[src/hw/rtl/urp_pkg.sv]
package urp_pkg;
  localparam int unsigned PreLowTicks   = 32;
  localparam int unsigned EchoCountBits = 20;
  localparam int unsigned CfgIdxW       = 3;
  localparam int unsigned CfgDataW      = 24;
  localparam int unsigned DistW         = 13;
  localparam int unsigned DutyW         = 8;
  localparam int unsigned PhaseW        = 3;
  localparam int unsigned FifoDepth     = 2;

  localparam logic [CfgIdxW-1:0] RegPwmTop   = 3'd0;
  localparam logic [CfgIdxW-1:0] RegTrigHigh = 3'd1;
  localparam logic [CfgIdxW-1:0] RegTimeout  = 3'd2;
  localparam logic [CfgIdxW-1:0] RegScale    = 3'd3;
  localparam logic [CfgIdxW-1:0] RegNear     = 3'd4;
  localparam logic [CfgIdxW-1:0] RegFar      = 3'd5;
  localparam logic [CfgIdxW-1:0] RegDutyNear = 3'd6;
  localparam logic [CfgIdxW-1:0] RegDutyFar  = 3'd7;

  typedef struct packed {
    logic [7:0]  pwm_top;
    logic [11:0] trig_high;
    logic [19:0] timeout;
    logic [23:0] scale;
    logic [12:0] near_mm;
    logic [12:0] far_mm;
    logic [7:0]  duty_near;
    logic [7:0]  duty_far;
  } cfg_t;

  typedef struct packed {
    logic echo_level;
    logic start_request;
  } tick_t;
endpackage

[src/hw/rtl/urp_front.sv]
module urp_front #(
  parameter int unsigned Depth = urp_pkg::FifoDepth
) (
  input  logic           clk_i,
  input  logic           rst_ni,
  input  logic           in_valid_i,
  output logic           in_ready_o,
  input  urp_pkg::tick_t in_tick_i,
  output logic           q_valid_o,
  input  logic           q_ready_i,
  output urp_pkg::tick_t q_tick_o
);
  localparam int unsigned PtrW = (Depth > 1) ? $clog2(Depth) : 1;
  localparam int unsigned CntW = $clog2(Depth + 1);

  urp_pkg::tick_t      mem_q [Depth];
  logic [PtrW-1:0]     wr_q, wr_d, rd_q, rd_d;
  logic [CntW-1:0]     cnt_q, cnt_d;
  logic                push, pop;

  assign in_ready_o = (cnt_q != CntW'(Depth));
  assign q_valid_o  = (cnt_q != '0);
  assign q_tick_o   = mem_q[rd_q];
  assign push       = in_valid_i && in_ready_o;
  assign pop        = q_valid_o && q_ready_i;

  always_comb begin
    wr_d  = wr_q;
    rd_d  = rd_q;
    cnt_d = cnt_q;
    if (push) begin
      wr_d = (wr_q == PtrW'(Depth - 1)) ? '0 : wr_q + 1'b1;
    end
    if (pop) begin
      rd_d = (rd_q == PtrW'(Depth - 1)) ? '0 : rd_q + 1'b1;
    end
    if (push && !pop) begin
      cnt_d = cnt_q + 1'b1;
    end else if (pop && !push) begin
      cnt_d = cnt_q - 1'b1;
    end
  end

  always_ff @(posedge clk_i or negedge rst_ni) begin
    if (!rst_ni) begin
      wr_q  <= '0;
      rd_q  <= '0;
      cnt_q <= '0;
    end else begin
      wr_q  <= wr_d;
      rd_q  <= rd_d;
      cnt_q <= cnt_d;
    end
  end

  always_ff @(posedge clk_i) begin
    if (push) begin
      mem_q[wr_q] <= in_tick_i;
    end
  end
endmodule

[src/hw/rtl/urp_back.sv]
module urp_back #(
  parameter int unsigned PreLowTicks   = urp_pkg::PreLowTicks,
  parameter int unsigned EchoCountBits = urp_pkg::EchoCountBits
) (
  input  logic           clk_i,
  input  logic           rst_ni,
  input  urp_pkg::cfg_t  cfg_i,
  input  logic           q_valid_i,
  output logic           q_ready_o,
  input  urp_pkg::tick_t q_tick_i,
  output logic           out_valid_o,
  input  logic           out_ready_i,
  output logic           trigger_level_o,
  output logic           pwm_level_o,
  output logic           busy_res_o,
  output logic           result_done_o,
  output logic           timed_out_o,
  output logic [12:0]    distance_mm_o,
  output logic [7:0]     duty_value_o
);
  localparam logic [2:0] PhIdle   = 3'd0;
  localparam logic [2:0] PhPrelow = 3'd1;
  localparam logic [2:0] PhTrig   = 3'd2;
  localparam logic [2:0] PhWait   = 3'd3;
  localparam logic [2:0] PhCount  = 3'd4;
  localparam logic [2:0] PhMul    = 3'd5;
  localparam logic [2:0] PhMap    = 3'd6;
  localparam logic [2:0] PhDiv    = 3'd7;
  localparam int unsigned EW = EchoCountBits;
  localparam int unsigned PW = EW + 1 + 24;
  localparam int unsigned CW = (EW > 20) ? EW : 20;

  logic [2:0]    ph_q, ph_d;
  logic [11:0]   pt_q, pt_d;
  logic [EW-1:0] et_q, et_d;
  logic [7:0]    pc_q, pc_d, dp_q, dp_d, da_q, da_d;
  logic [12:0]   ld_q, ld_d;
  logic [PW-1:0] prod_q, prod_d;
  logic [21:0]   num_q, num_d;
  logic [12:0]   den_q, den_d;
  logic [8:0]    quo_q, quo_d;
  logic [4:0]    it_q, it_d;
  logic          neg_q, neg_d;
  logic [13:0]   rem_q, rem_d;
  logic          ov_q, ov_d;
  logic          ot_q, ot_d, op_q, op_d, ob_q, ob_d, od_q, od_d, oto_q, oto_d;

  logic          step;
  logic          tmo_hit;
  logic [PW-25:0] mm_full;
  logic [12:0]   mm_sat, xcl;
  logic signed [9:0]  ddiff;
  logic [8:0]    dmag;
  logic [21:0]   nmag;
  logic [13:0]   rtry;
  logic [8:0]    qfin;
  logic [9:0]    dres;

  // Phases past PhCount stall the tick queue while the result is formed.
  assign q_ready_o   = (!ov_q || out_ready_i) && (ph_q <= PhCount);
  assign step        = q_valid_i && q_ready_o;
  assign out_valid_o = ov_q;
  assign trigger_level_o = ot_q;
  assign pwm_level_o     = op_q;
  assign busy_res_o      = ob_q;
  assign result_done_o   = od_q;
  assign timed_out_o     = oto_q;
  assign distance_mm_o   = ld_q;
  assign duty_value_o    = dp_q;

  assign tmo_hit = (CW'(et_q) >= CW'(cfg_i.timeout)) || (et_q == '1);
  assign mm_full = prod_q[PW-1:24];
  assign mm_sat  = (mm_full > (PW-24)'(8191)) ? 13'd8191 : mm_full[12:0];
  assign xcl     = (ld_q < cfg_i.near_mm) ? cfg_i.near_mm :
                   (ld_q > cfg_i.far_mm) ? cfg_i.far_mm : ld_q;
  assign ddiff   = $signed({2'b0, cfg_i.duty_far}) - $signed({2'b0, cfg_i.duty_near});
  assign dmag    = ddiff[9] ? 9'(-ddiff) : ddiff[8:0];
  assign nmag    = 22'(xcl - cfg_i.near_mm) * 22'(dmag);
  assign rtry    = {rem_q[12:0], num_q[21]};
  // Negative quotient rounds toward minus infinity.
  assign qfin    = (neg_q && rem_q != '0) ? quo_q + 1'b1 : quo_q;
  assign dres    = neg_q ? 10'({2'b0, cfg_i.duty_near}) - 10'(qfin)
                         : 10'({2'b0, cfg_i.duty_near}) + 10'(qfin);

  always_comb begin
    ph_d = ph_q; pt_d = pt_q; et_d = et_q; pc_d = pc_q; dp_d = dp_q; da_d = da_q;
    ld_d = ld_q; prod_d = prod_q; num_d = num_q; den_d = den_q;
    quo_d = quo_q; it_d = it_q; neg_d = neg_q; rem_d = rem_q;
    ov_d = ov_q; ot_d = ot_q; op_d = op_q; ob_d = ob_q; od_d = od_q; oto_d = oto_q;
    if (ov_q && out_ready_i) begin
      ov_d = 1'b0;
    end
    unique case (ph_q)
      PhMul: begin
        ld_d = mm_sat;
        ph_d = PhMap;
      end
      PhMap: begin
        if (cfg_i.far_mm <= cfg_i.near_mm) begin
          dp_d = (ld_q <= cfg_i.near_mm) ? cfg_i.duty_near : cfg_i.duty_far;
          if (pc_q == '0) begin
            da_d = dp_d;
          end
          ov_d = 1'b1;
          ph_d = PhIdle;
        end else begin
          num_d = nmag;
          den_d = cfg_i.far_mm - cfg_i.near_mm;
          neg_d = ddiff[9];
          rem_d = '0;
          quo_d = '0;
          it_d  = '0;
          ph_d  = PhDiv;
        end
      end
      PhDiv: begin
        if (it_q == 5'd22) begin
          dp_d = dres[7:0];
          if (pc_q == '0) begin
            da_d = dp_d;
          end
          ov_d = 1'b1;
          ph_d = PhIdle;
        end else begin
          num_d = {num_q[20:0], 1'b0};
          it_d  = it_q + 1'b1;
          if (rtry >= {1'b0, den_q}) begin
            rem_d = rtry - {1'b0, den_q};
            quo_d = {quo_q[7:0], 1'b1};
          end else begin
            rem_d = rtry;
            quo_d = {quo_q[7:0], 1'b0};
          end
        end
      end
      default: begin
        if (step) begin
          od_d  = 1'b0;
          oto_d = 1'b0;
          unique case (ph_q)
            PhIdle: begin
              if (q_tick_i.start_request) begin
                ph_d = PhPrelow;
                pt_d = '0;
              end
            end
            PhPrelow: begin
              pt_d = pt_q + 1'b1;
              if (pt_d >= 12'(PreLowTicks)) begin
                ph_d = PhTrig;
                pt_d = '0;
              end
            end
            PhTrig: begin
              pt_d = pt_q + 1'b1;
              if (pt_d >= cfg_i.trig_high) begin
                ph_d = PhWait;
                pt_d = '0;
              end
            end
            PhWait: begin
              if (q_tick_i.echo_level) begin
                ph_d = PhCount;
                et_d = '0;
              end
            end
            default: begin
              if (tmo_hit || !q_tick_i.echo_level) begin
                oto_d  = tmo_hit;
                od_d   = 1'b1;
                prod_d = PW'(({1'b0, et_q} + 1'b1)) * PW'(cfg_i.scale);
                pt_d   = '0;
                ph_d   = PhMul;
              end else begin
                et_d = et_q + 1'b1;
              end
            end
          endcase
          op_d = (pc_q <= da_q);
          if (pc_q >= cfg_i.pwm_top) begin
            pc_d = '0;
            da_d = dp_q;
          end else begin
            pc_d = pc_q + 1'b1;
          end
          ot_d = (ph_d == PhTrig);
          ob_d = (ph_d != PhIdle) && (ph_d < PhMul);
          ov_d = (ph_d != PhMul);
        end
      end
    endcase
  end

  always_ff @(posedge clk_i or negedge rst_ni) begin
    if (!rst_ni) begin
      ph_q <= PhIdle; pt_q <= '0; et_q <= '0; pc_q <= '0; dp_q <= '0; da_q <= '0;
      ld_q <= '0; ov_q <= 1'b0; it_q <= '0;
      ot_q <= 1'b0; op_q <= 1'b0; ob_q <= 1'b0; od_q <= 1'b0; oto_q <= 1'b0;
    end else begin
      ph_q <= ph_d; pt_q <= pt_d; et_q <= et_d; pc_q <= pc_d; dp_q <= dp_d; da_q <= da_d;
      ld_q <= ld_d; ov_q <= ov_d; it_q <= it_d;
      ot_q <= ot_d; op_q <= op_d; ob_q <= ob_d; od_q <= od_d; oto_q <= oto_d;
    end
  end

  always_ff @(posedge clk_i) begin
    prod_q <= prod_d; num_q <= num_d; den_q <= den_d; quo_q <= quo_d;
    neg_q <= neg_d; rem_q <= rem_d;
  end
endmodule

[src/hw/rtl/ultrasonic_range_to_pwm.sv]
// Ultrasonic rangefinder with fast-PWM output.
// Input channel: one item per timer tick (echo_level_i, start_request_i),
// taken on in_valid_i && in_ready_o. Output channel: one item per input item
// (trigger, pwm, busy, done, timeout, distance, duty) on out_valid_o &&
// out_ready_i, in order.
// Config: cfg_we_i writes register cfg_idx_i with cfg_data_i at once.
// An item's result is registered and appears in the cycle after it leaves
// the tick queue; the item of the tick that ends a measurement appears once
// the distance and duty are formed in the PhMul and PhMap phases, and in the
// 22-step shift-subtract divider (PhDiv) when the distance goes through it.
// Throughput: one item per cycle while the output is taken, except in
// the PhMul to PhDiv phases after a measurement ends, when no tick is taken.
// A two-entry tick queue sits between the input and the measurement logic.
// Reset: idle, counters and duties zero, registers at their defaults.
// A stalled receiver holds the output item and stops the queue draining;
// the input keeps being accepted until the queue is full.
// Timed_out is also flagged if the echo count reaches its width limit.
// Distance saturates at 8191 mm.
module ultrasonic_range_to_pwm #(
  parameter int unsigned PreLowTicks   = urp_pkg::PreLowTicks,
  parameter int unsigned EchoCountBits = urp_pkg::EchoCountBits,
  parameter int unsigned FifoDepth     = urp_pkg::FifoDepth
) (
  input  logic        clk_i,
  input  logic        rst_ni,
  input  logic        cfg_we_i,
  input  logic [2:0]  cfg_idx_i,
  input  logic [23:0] cfg_data_i,
  input  logic        in_valid_i,
  output logic        in_ready_o,
  input  logic        echo_level_i,
  input  logic        start_request_i,
  output logic        out_valid_o,
  input  logic        out_ready_i,
  output logic        trigger_level_o,
  output logic        pwm_level_o,
  output logic        busy_res_o,
  output logic        result_done_o,
  output logic        timed_out_o,
  output logic [12:0] distance_mm_o,
  output logic [7:0]  duty_value_o
);
  urp_pkg::cfg_t  cfg_q;
  urp_pkg::tick_t in_tick, q_tick;
  logic           q_valid, q_ready;

  always_ff @(posedge clk_i or negedge rst_ni) begin
    if (!rst_ni) begin
      cfg_q.pwm_top   <= 8'd196;
      cfg_q.trig_high <= 12'd176;
      cfg_q.timeout   <= 20'd559677;
      cfg_q.scale     <= 24'd179831;
      cfg_q.near_mm   <= 13'd10;
      cfg_q.far_mm    <= 13'd300;
      cfg_q.duty_near <= 8'd195;
      cfg_q.duty_far  <= 8'd10;
    end else if (cfg_we_i) begin
      unique case (cfg_idx_i)
        urp_pkg::RegPwmTop:   cfg_q.pwm_top   <= cfg_data_i[7:0];
        urp_pkg::RegTrigHigh: cfg_q.trig_high <= cfg_data_i[11:0];
        urp_pkg::RegTimeout:  cfg_q.timeout   <= cfg_data_i[19:0];
        urp_pkg::RegScale:    cfg_q.scale     <= cfg_data_i;
        urp_pkg::RegNear:     cfg_q.near_mm   <= cfg_data_i[12:0];
        urp_pkg::RegFar:      cfg_q.far_mm    <= cfg_data_i[12:0];
        urp_pkg::RegDutyNear: cfg_q.duty_near <= cfg_data_i[7:0];
        default:              cfg_q.duty_far  <= cfg_data_i[7:0];
      endcase
    end
  end

  assign in_tick.echo_level    = echo_level_i;
  assign in_tick.start_request = start_request_i;

  urp_front #(.Depth(FifoDepth)) u_front (
    .clk_i, .rst_ni, .in_valid_i, .in_ready_o, .in_tick_i(in_tick),
    .q_valid_o(q_valid), .q_ready_i(q_ready), .q_tick_o(q_tick)
  );

  urp_back #(.PreLowTicks(PreLowTicks), .EchoCountBits(EchoCountBits)) u_back (
    .clk_i, .rst_ni, .cfg_i(cfg_q), .q_valid_i(q_valid), .q_ready_o(q_ready),
    .q_tick_i(q_tick), .out_valid_o, .out_ready_i, .trigger_level_o, .pwm_level_o,
    .busy_res_o, .result_done_o, .timed_out_o, .distance_mm_o, .duty_value_o
  );
endmodule

[config.mk]
export PLATFORM = sky130hd
export DESIGN_NAME = ultrasonic_range_to_pwm
export DESIGN_NICKNAME = d
export VERILOG_FILES = /design/src/hw/rtl/urp_pkg.sv /design/src/hw/rtl/urp_front.sv /design/src/hw/rtl/urp_back.sv /design/src/hw/rtl/ultrasonic_range_to_pwm.sv
export SDC_FILE = /design/constraint.sdc
export NUM_CORES = 2
export LEC_CHECK = 0
export BUFFER_PORTS_ARGS = -buffer_cell sky130_fd_sc_hd__buf_2
export CAP_MARGIN = 20
export CORE_MARGIN = 2
export CORE_UTILIZATION = 55
export CTS_CLUSTER_DIAMETER = 80
export DETAILED_ROUTE_END_ITERATION = 8
export PLACE_DENSITY = 0.7
export SETUP_SLACK_MARGIN = 0.4
export SYNTH_ARGS = -nofsm -noshare
export SYNTH_HDL_FRONTEND = slang
export SYNTH_SLANG_ARGS = --single-unit
[constraint.sdc]
create_clock -name clk_i -period 15.9 [get_ports clk_i]
set_input_delay 2.385 -clock clk_i [delete_from_list [all_inputs] [get_ports clk_i]]
set_output_delay 2.385 -clock clk_i [all_outputs]
set_load 0.1 [all_outputs]
### After elaboration in Yosys (flattened, before gate mapping)

Memories as Yosys holds them, arrays and structs flattened.
Index checks and enable logic that the tools add are counted.
W data, S select, Z words.

| operators by class | value |
|---|---|
| bitwise logic cells | 7 |
| add/sub/neg operators | 17 |
| mux-type cells | 67 |
| magnitude comparators | 13 |
| eq/ne operators | 26 |
| reductions and logical operators | 48 |
| multipliers | 2 |

Operators with widths:

| operator | count |
|---|---|
| $mux W8 | 14 |
| $mux W12 | 4 |
| $pmux W12 S4 | 1 |
| $mul A45 B24 Y45 | 1 |
| $mux W22 | 2 |
| $pmux W22 S2 | 1 |
| $mux W14 | 3 |
| $mux W20 | 2 |
| $pmux W20 S2 | 1 |
| $mux W13 | 3 |
| $pmux W8 S2 | 2 |
| $mux W3 | 10 |
| $pmux W14 S2 | 1 |
| $le A13 B13 Y1 | 2 |
| $pmux W8 S3 | 1 |
| $mul A22 B9 Y22 | 1 |
| $reduce_and A2 Y1 | 11 |
| $add A20 B1 Y21 const B | 1 |
| $gt A21 B13 Y1 const B | 1 |
| $add A20 B1 Y20 const B | 1 |
| $eq A20 B20 Y1 const B | 1 |
| $ge A20 B20 Y1 | 1 |
| $eq A3 B3 Y1 const B | 6 |
| $add A8 B1 Y8 const B | 2 |
| other kinds (52) | 107 |

| storage, ports and cells | value |
|---|---|
| output and inout port bits | 28 |
| memories | 1 |
| input bits | 34 |
| bits in registers | 296 |
| memory bits (writable) | 4 |
| logic and storage cells | 212 |

Memories:

| name | depth | bits a word | read ports | clocked after memory_dff | wr ports | line | RTL |
|---|---|---|---|---|---|---|---|
| u_front.mem_q | 2 | 2 | 1 | 0 | 1 | urp_front.sv:16 | `urp_pkg::tick_t mem_q [Depth];` |

### Depth between registers and ports, before layout

| logic depth | value |
|---|---|
| word-level depth | 10 |
| depth in mapped cells | 41 |

### Hierarchy

A second synthesis with hierarchy kept.

| unflattened totals | value |
|---|---|
| cells, all modules | 3857 |
| area total of the unflattened synthesis | 36506.3 um^2 |

By module, submodules not included:

| module | instances | area an instance (um^2) | cells an instance |
|---|---|---|---|
| urp_back | 1 | 32093.3 | 3602 |
| ultrasonic_range_to_pwm | 1 | 4058.9 | 231 |
| urp_front | 1 | 354.1 | 24 |

### Least setup slack after synthesis

No wires, ideal clock.

| timing path | value |
|---|---|
| path type | register to register |
| start point | reg u_back.ld_q[6] (netlist: u_back.distance_mm_o[6]) |
| end point | reg u_back.num_q[21], data pin |
| setup slack | 6288 ps |
| stages on the path, launching flop included | 35 |
| period minus slack after synthesis | 9612 ps |
| path buffers | 1 |
| arrival | 9474 ps |
| cell sequence | dfrtp_1 > ha_1 > a21o_1 > a21o_1 > a2111oi_0 > a211oi_1 > o21ai_1 > buf_2 > mux2i_1 > o21ai_0 > ha_1 > nor2b_1 > o31a_2 > o41ai_1 > o21ai_1 > nor4_1 > nor3_1 > xor2_1 > nor2b_1 > fa_1 > fa_1 > fa_1 > inv_1 > fa_1 > inv_1 > ha_1 > nand2_1 > nand2_1 > a21o_1 > or4_1 > o21a_1 > o311a_1 > nor3b_1 > mux2_1 > nor2_1 |

| on the way | value |
|---|---|
| cells in the longest elaborated chain, start to end | 7 |
| elaborated cells between the ends (all ways) | 8 |
| classes of those cells | 1 x add/sub; 1 x mul; 2 x order compare; 4 x mux |

Ends and longest elaborated chain:

| item | line | RTL |
|---|---|---|
| from (decl) | urp_back.sv:37 | `logic [12:0] ld_q, ld_d;` |
| from (signal assigned) | urp_back.sv:201 | `ld_q <= ld_d; ov_q <= ov_d; it_q <= it_d;` |
| $gt A13 B13 Y1 | urp_back.sv:75 | `(ld_q > cfg_i.far_mm) ? cfg_i.far_mm : ld_q;` |
| $mux W13 | urp_back.sv:75 |  |
| $mux W13 * | urp_back.sv:74 | `assign xcl = (ld_q < cfg_i.near_mm) ? cfg_i.near_mm :` |
| $sub A13 B13 Y14 * | urp_back.sv:78 | `assign nmag = 22'(xcl - cfg_i.near_mm) * 22'(dmag);` |
| $mul A22 B9 Y22 * | urp_back.sv:78 |  |
| $mux W22 * | urp_back.sv:99 | `if (cfg_i.far_mm <= cfg_i.near_mm) begin` |
| $pmux W22 S2 * | urp_back.sv:93 | `unique case (ph_q)` |
| net u_back.num_d[21] | urp_back.sv:39 | `logic [21:0] num_q, num_d;` |
| to (signal assigned) | urp_back.sv:207 | `prod_q <= prod_d; num_q <= num_d; den_q <= den_d; quo_q <= quo_d;` |
| to (decl) | urp_back.sv:39 |  |

The timed path passes the listed nets; every way through them passes the cells marked *. The select of a mux whose other input is x is not followed.
A chain may end at the register's enable or synchronous reset.

### Worst setup path after layout

| timing path | value |
|---|---|
| start point | reg cfg_q[30] in the netlist's numbering |
| end point | reg u_back.num_q[21], data pin |

| on the way | value |
|---|---|
| cells in the longest elaborated chain, start to end | 6 |

Ends and longest elaborated chain:

| item | line | RTL |
|---|---|---|
| from (decl) | ultrasonic_range_to_pwm.sv:43 | `urp_pkg::cfg_t cfg_q;` |
| $lt A13 B13 Y1 | urp_back.sv:74 |  |
| $mux W13 | urp_back.sv:74 |  |
| $sub A13 B13 Y14 * | urp_back.sv:78 |  |
| $mul A22 B9 Y22 * | urp_back.sv:78 |  |
| $mux W22 * | urp_back.sv:99 |  |
| $pmux W22 S2 * | urp_back.sv:93 |  |
| net u_back.num_d[21] | urp_back.sv:39 |  |

Marks and branches as above.

==> flow_metrics.env <==
export IMPL_fin_hold_ws_ps=457
export IMPL_status="complete, no violations"
export IMPL_synthCells=3964
export IMPL_worst_path_max_delay_cell="and2_1"
export IMPL_cpMostUsedCell="fa_1"
export IMPL_grt_usage_pct=27.4
export IMPL_synth_cell_type_count=93
export IMPL_die_area_um2=68200
export IMPL_report_final_slew_viol_count=0
export IMPL_place_congestion=0.948
export IMPL_firstDrtPassIters=6
export IMPL_wl_per_cell_um=18.7
export IMPL_vias_per_cell=5.65
export IMPL_start_util_pct=55.4
export IMPL_r2r_start="cfg_q[30]"
export IMPL_finalSetupViolations=0
export IMPL_hold_violations=0
export IMPL_cp_max_fo=25
export IMPL_die_w_um=261
export IMPL_cts_setup_buffers=0
export IMPL_synth_seq_cells=276
export IMPL_ioPinCount=62
export IMPL_worst_endpoint_required_ps=16310
export IMPL_holdCritStartpoint="u_back.prod_q[27]"
export IMPL_synth_ff_type="dfrtp_1"
export IMPL_reg2reg_slack_ps=5850
export IMPL_async_flop_share_pct=69.9
export IMPL_first_global_vias=27900
export IMPL_synth_top_area_cell="fa_1"
export IMPL_ys_seq_area_share_pct=20.3
export IMPL_tritoncts="yes"
export IMPL_syn_num_nets=4839
export IMPL_grt_overflow=0
export IMPL_fin_cells=4837
export IMPL_antenna_found_initial=1
export IMPL_clockBufferDepth=3
export IMPL_synth_area_um2=36400
export IMPL_start_kind="flip-flop"
export IMPL_rr_endpoint="u_back.num_q[21]"
export IMPL_crit_family="adder cells"
export IMPL_max_freq_ghz=0.0995
export IMPL_synth_top_cell_area_share_pct=28.6
export IMPL_yosys_top_cells_area="fa_1, ha_1, dfrtp_1"
export IMPL_max_stage_delay_ps=720
export IMPL_rsz0062_at_grt="false"
export IMPL_totalNegativeSetupSlack_ps=0
export IMPL_drive_gt1_share_pct=8.53
export IMPL_clk_latency_ps=570
export IMPL_via_count=27400
export IMPL_design_area_um2=39000
export IMPL_min_path_cells=1
export IMPL_antenna_cells=0
export IMPL_syn_avg_cell_area_um2=9.18
export IMPL_clock_skew_ps=24.2
export IMPL_hold_end="u_back.distance_mm_o[3]"
export IMPL_critPathArrivalTime_ps=10460
export IMPL_cts_resized=0
export IMPL_synth_edf_count=83
export IMPL_maxSlewHeadroom_pct=23.5
export IMPL_ant_nets=0
export IMPL_fill_cells=5677
export IMPL_path_buf_inv=3
export IMPL_place_area_um2=37700
export IMPL_grt_pass1_wl_um=148000
export IMPL_cts_hold_buffers=0
export IMPL_place_inst=4769
export IMPL_grt_max_degree=91
export IMPL_io_buffers=61
export IMPL_drt_iter0_markers=1926
export IMPL_area_growth_pct=7.15
export IMPL_finalNetCount=4819
export IMPL_post_route_min_period_ps=10050
export IMPL_drc=0
export IMPL_routed_wl_um=90500
export IMPL_maxCapViolations=0
export IMPL_rows=94
export IMPL_htree_levels=2
export IMPL_die_y_um=261
export IMPL_criticalPathCategory="flip-flop to flip-flop"
export IMPL_cp_end_kind="flip-flop"
export IMPL_yosysWarningCount=0
export IMPL_final_period_utilization_pct=63.2
export IMPL_numClockSinks=276
export IMPL_cts_clk_slew_worst_paths_ps=60
export IMPL_tightestPinTransition_ps=1150
export IMPL_core_um2=65600
export IMPL_dp_hpwl_um=67400
export IMPL_hold_class="flip-flop to flip-flop"
export IMPL_root_buffer="clkbuf_16"
export IMPL_reg2reg_depth=33
export IMPL_numCtsBuffers=37
[through the flow]
step           utilization (%)  setup slack (ps)
6_report                  59.4              5850
3_5_place_dp              57.5              5990
2_1_floorplan                -              6290
5_1_grt                   59.4              5240
3_3_place_gp              57.5              6250
4_1_cts                   59.4              5930
[worst register-to-register path: cells and delay by family (launching register included)]
kind                     cells  cell delay [ps]
AO/OA/AOI/OAI               10             2590
XOR/XNOR                     1              580
adder cells (fa/ha/maj)      7             3060
buffers and inverters        3              220
flip-flops                   1              550
multiplexers                 1              330
AND/OR/NAND/NOR             11             2570
[state kept, by name, indices dropped and copies added (netlist names), 12 cells and up]
name	flops
u_back.distance_mm_o	13
u_back.prod_q	21
u_back.num_q	22
u_back.pt_q	12
u_back.et_q	20
u_back.den_q	13
u_back.rem_q	14
cfg_q	106
[area by class of cell]
cell class | instances | area, um2 | share of cell area (%)
inverter | 698 | 2620 | 6.72
tap | 864 | 1080 | 2.77
clock buffer | 48 | 997 | 2.56
sequential | 276 | 7370 | 18.9
clock inverter | 20 | 277 | 0.709
multi-input combinational | 2825 | 26000 | 66.7
timing repair buffer | 106 | 652 | 1.67
[worst max path at each step]
stage | endpoint | slack, ps | cells past startpoint | start
detailed placement | u_back.num_q[21] | 5990 | 33 | cfg_q[30]
floorplan | u_back.num_q[21] | 6290 | 34 | u_back.distance_mm_o[6]
global route | u_back.num_q[21] | 5240 | 33 | cfg_q[30]
global placement | u_back.num_q[21] | 6250 | 33 | cfg_q[30]
finish | u_back.num_q[21] | 5850 | 33 | cfg_q[30]
CTS | u_back.num_q[21] | 5930 | 33 | cfg_q[30]
[cells in the final DEF, fill, tap and decap left out, types with 33 or more instances in the layout]
master	n
inv_1	697
nand2_1	578
fa_1	520
ha_1	321
o21ai_0	192
nor2_1	191
and2_1	164
dfrtp_1	153
a21oi_1	90
edfxtp_1	83
xnor2_1	67
mux2_2	62
buf_2	60
nand3_1	55
nor2b_1	53
nand2b_1	52
buf_4	45
xor2_1	41
dfstp_2	40
clkbuf_16	37
a21o_1	33
[logic make-up (layout without fill, tap and decap cells)]
family,count (synthesis),after routing,synth area share (%)
compound gates,507,507,8.93
xor+xnor,128,128,3.18
fa+ha+maj,841,841,39.6
buf+inv,863,872,8.97
flops,276,276,20.3
mux,90,90,2.69
simple gates,1259,1259,16.3
[cells in the mapped netlist, drive strengths merged (23+ instances only)]
library cell / instances
edfxtp: 83
ha: 321
mux2: 63
fa: 520
xnor2: 79
nand4: 23
clkbuf: 146
o21ai: 199
nand2b: 52
a21oi: 91
dfstp: 40
nand2: 578
mux2i: 27
inv: 697
and3: 31
nand3: 57
nor2b: 53
dfrtp: 153
a21o: 33
xor2: 49
or2: 23
and2: 164
nor3: 35
nor2: 194
[layer usage]
metal,global-route usage [%],share of wire [%]
met4,8.40,3.1
met3,3.89,6.6
met2,45.5,48
met1,37.5,43
met5,0,0
Power is left out: the tool's default activity adds up to more than one toggle a clock period on the data nets, which glitch-free logic cannot reach.
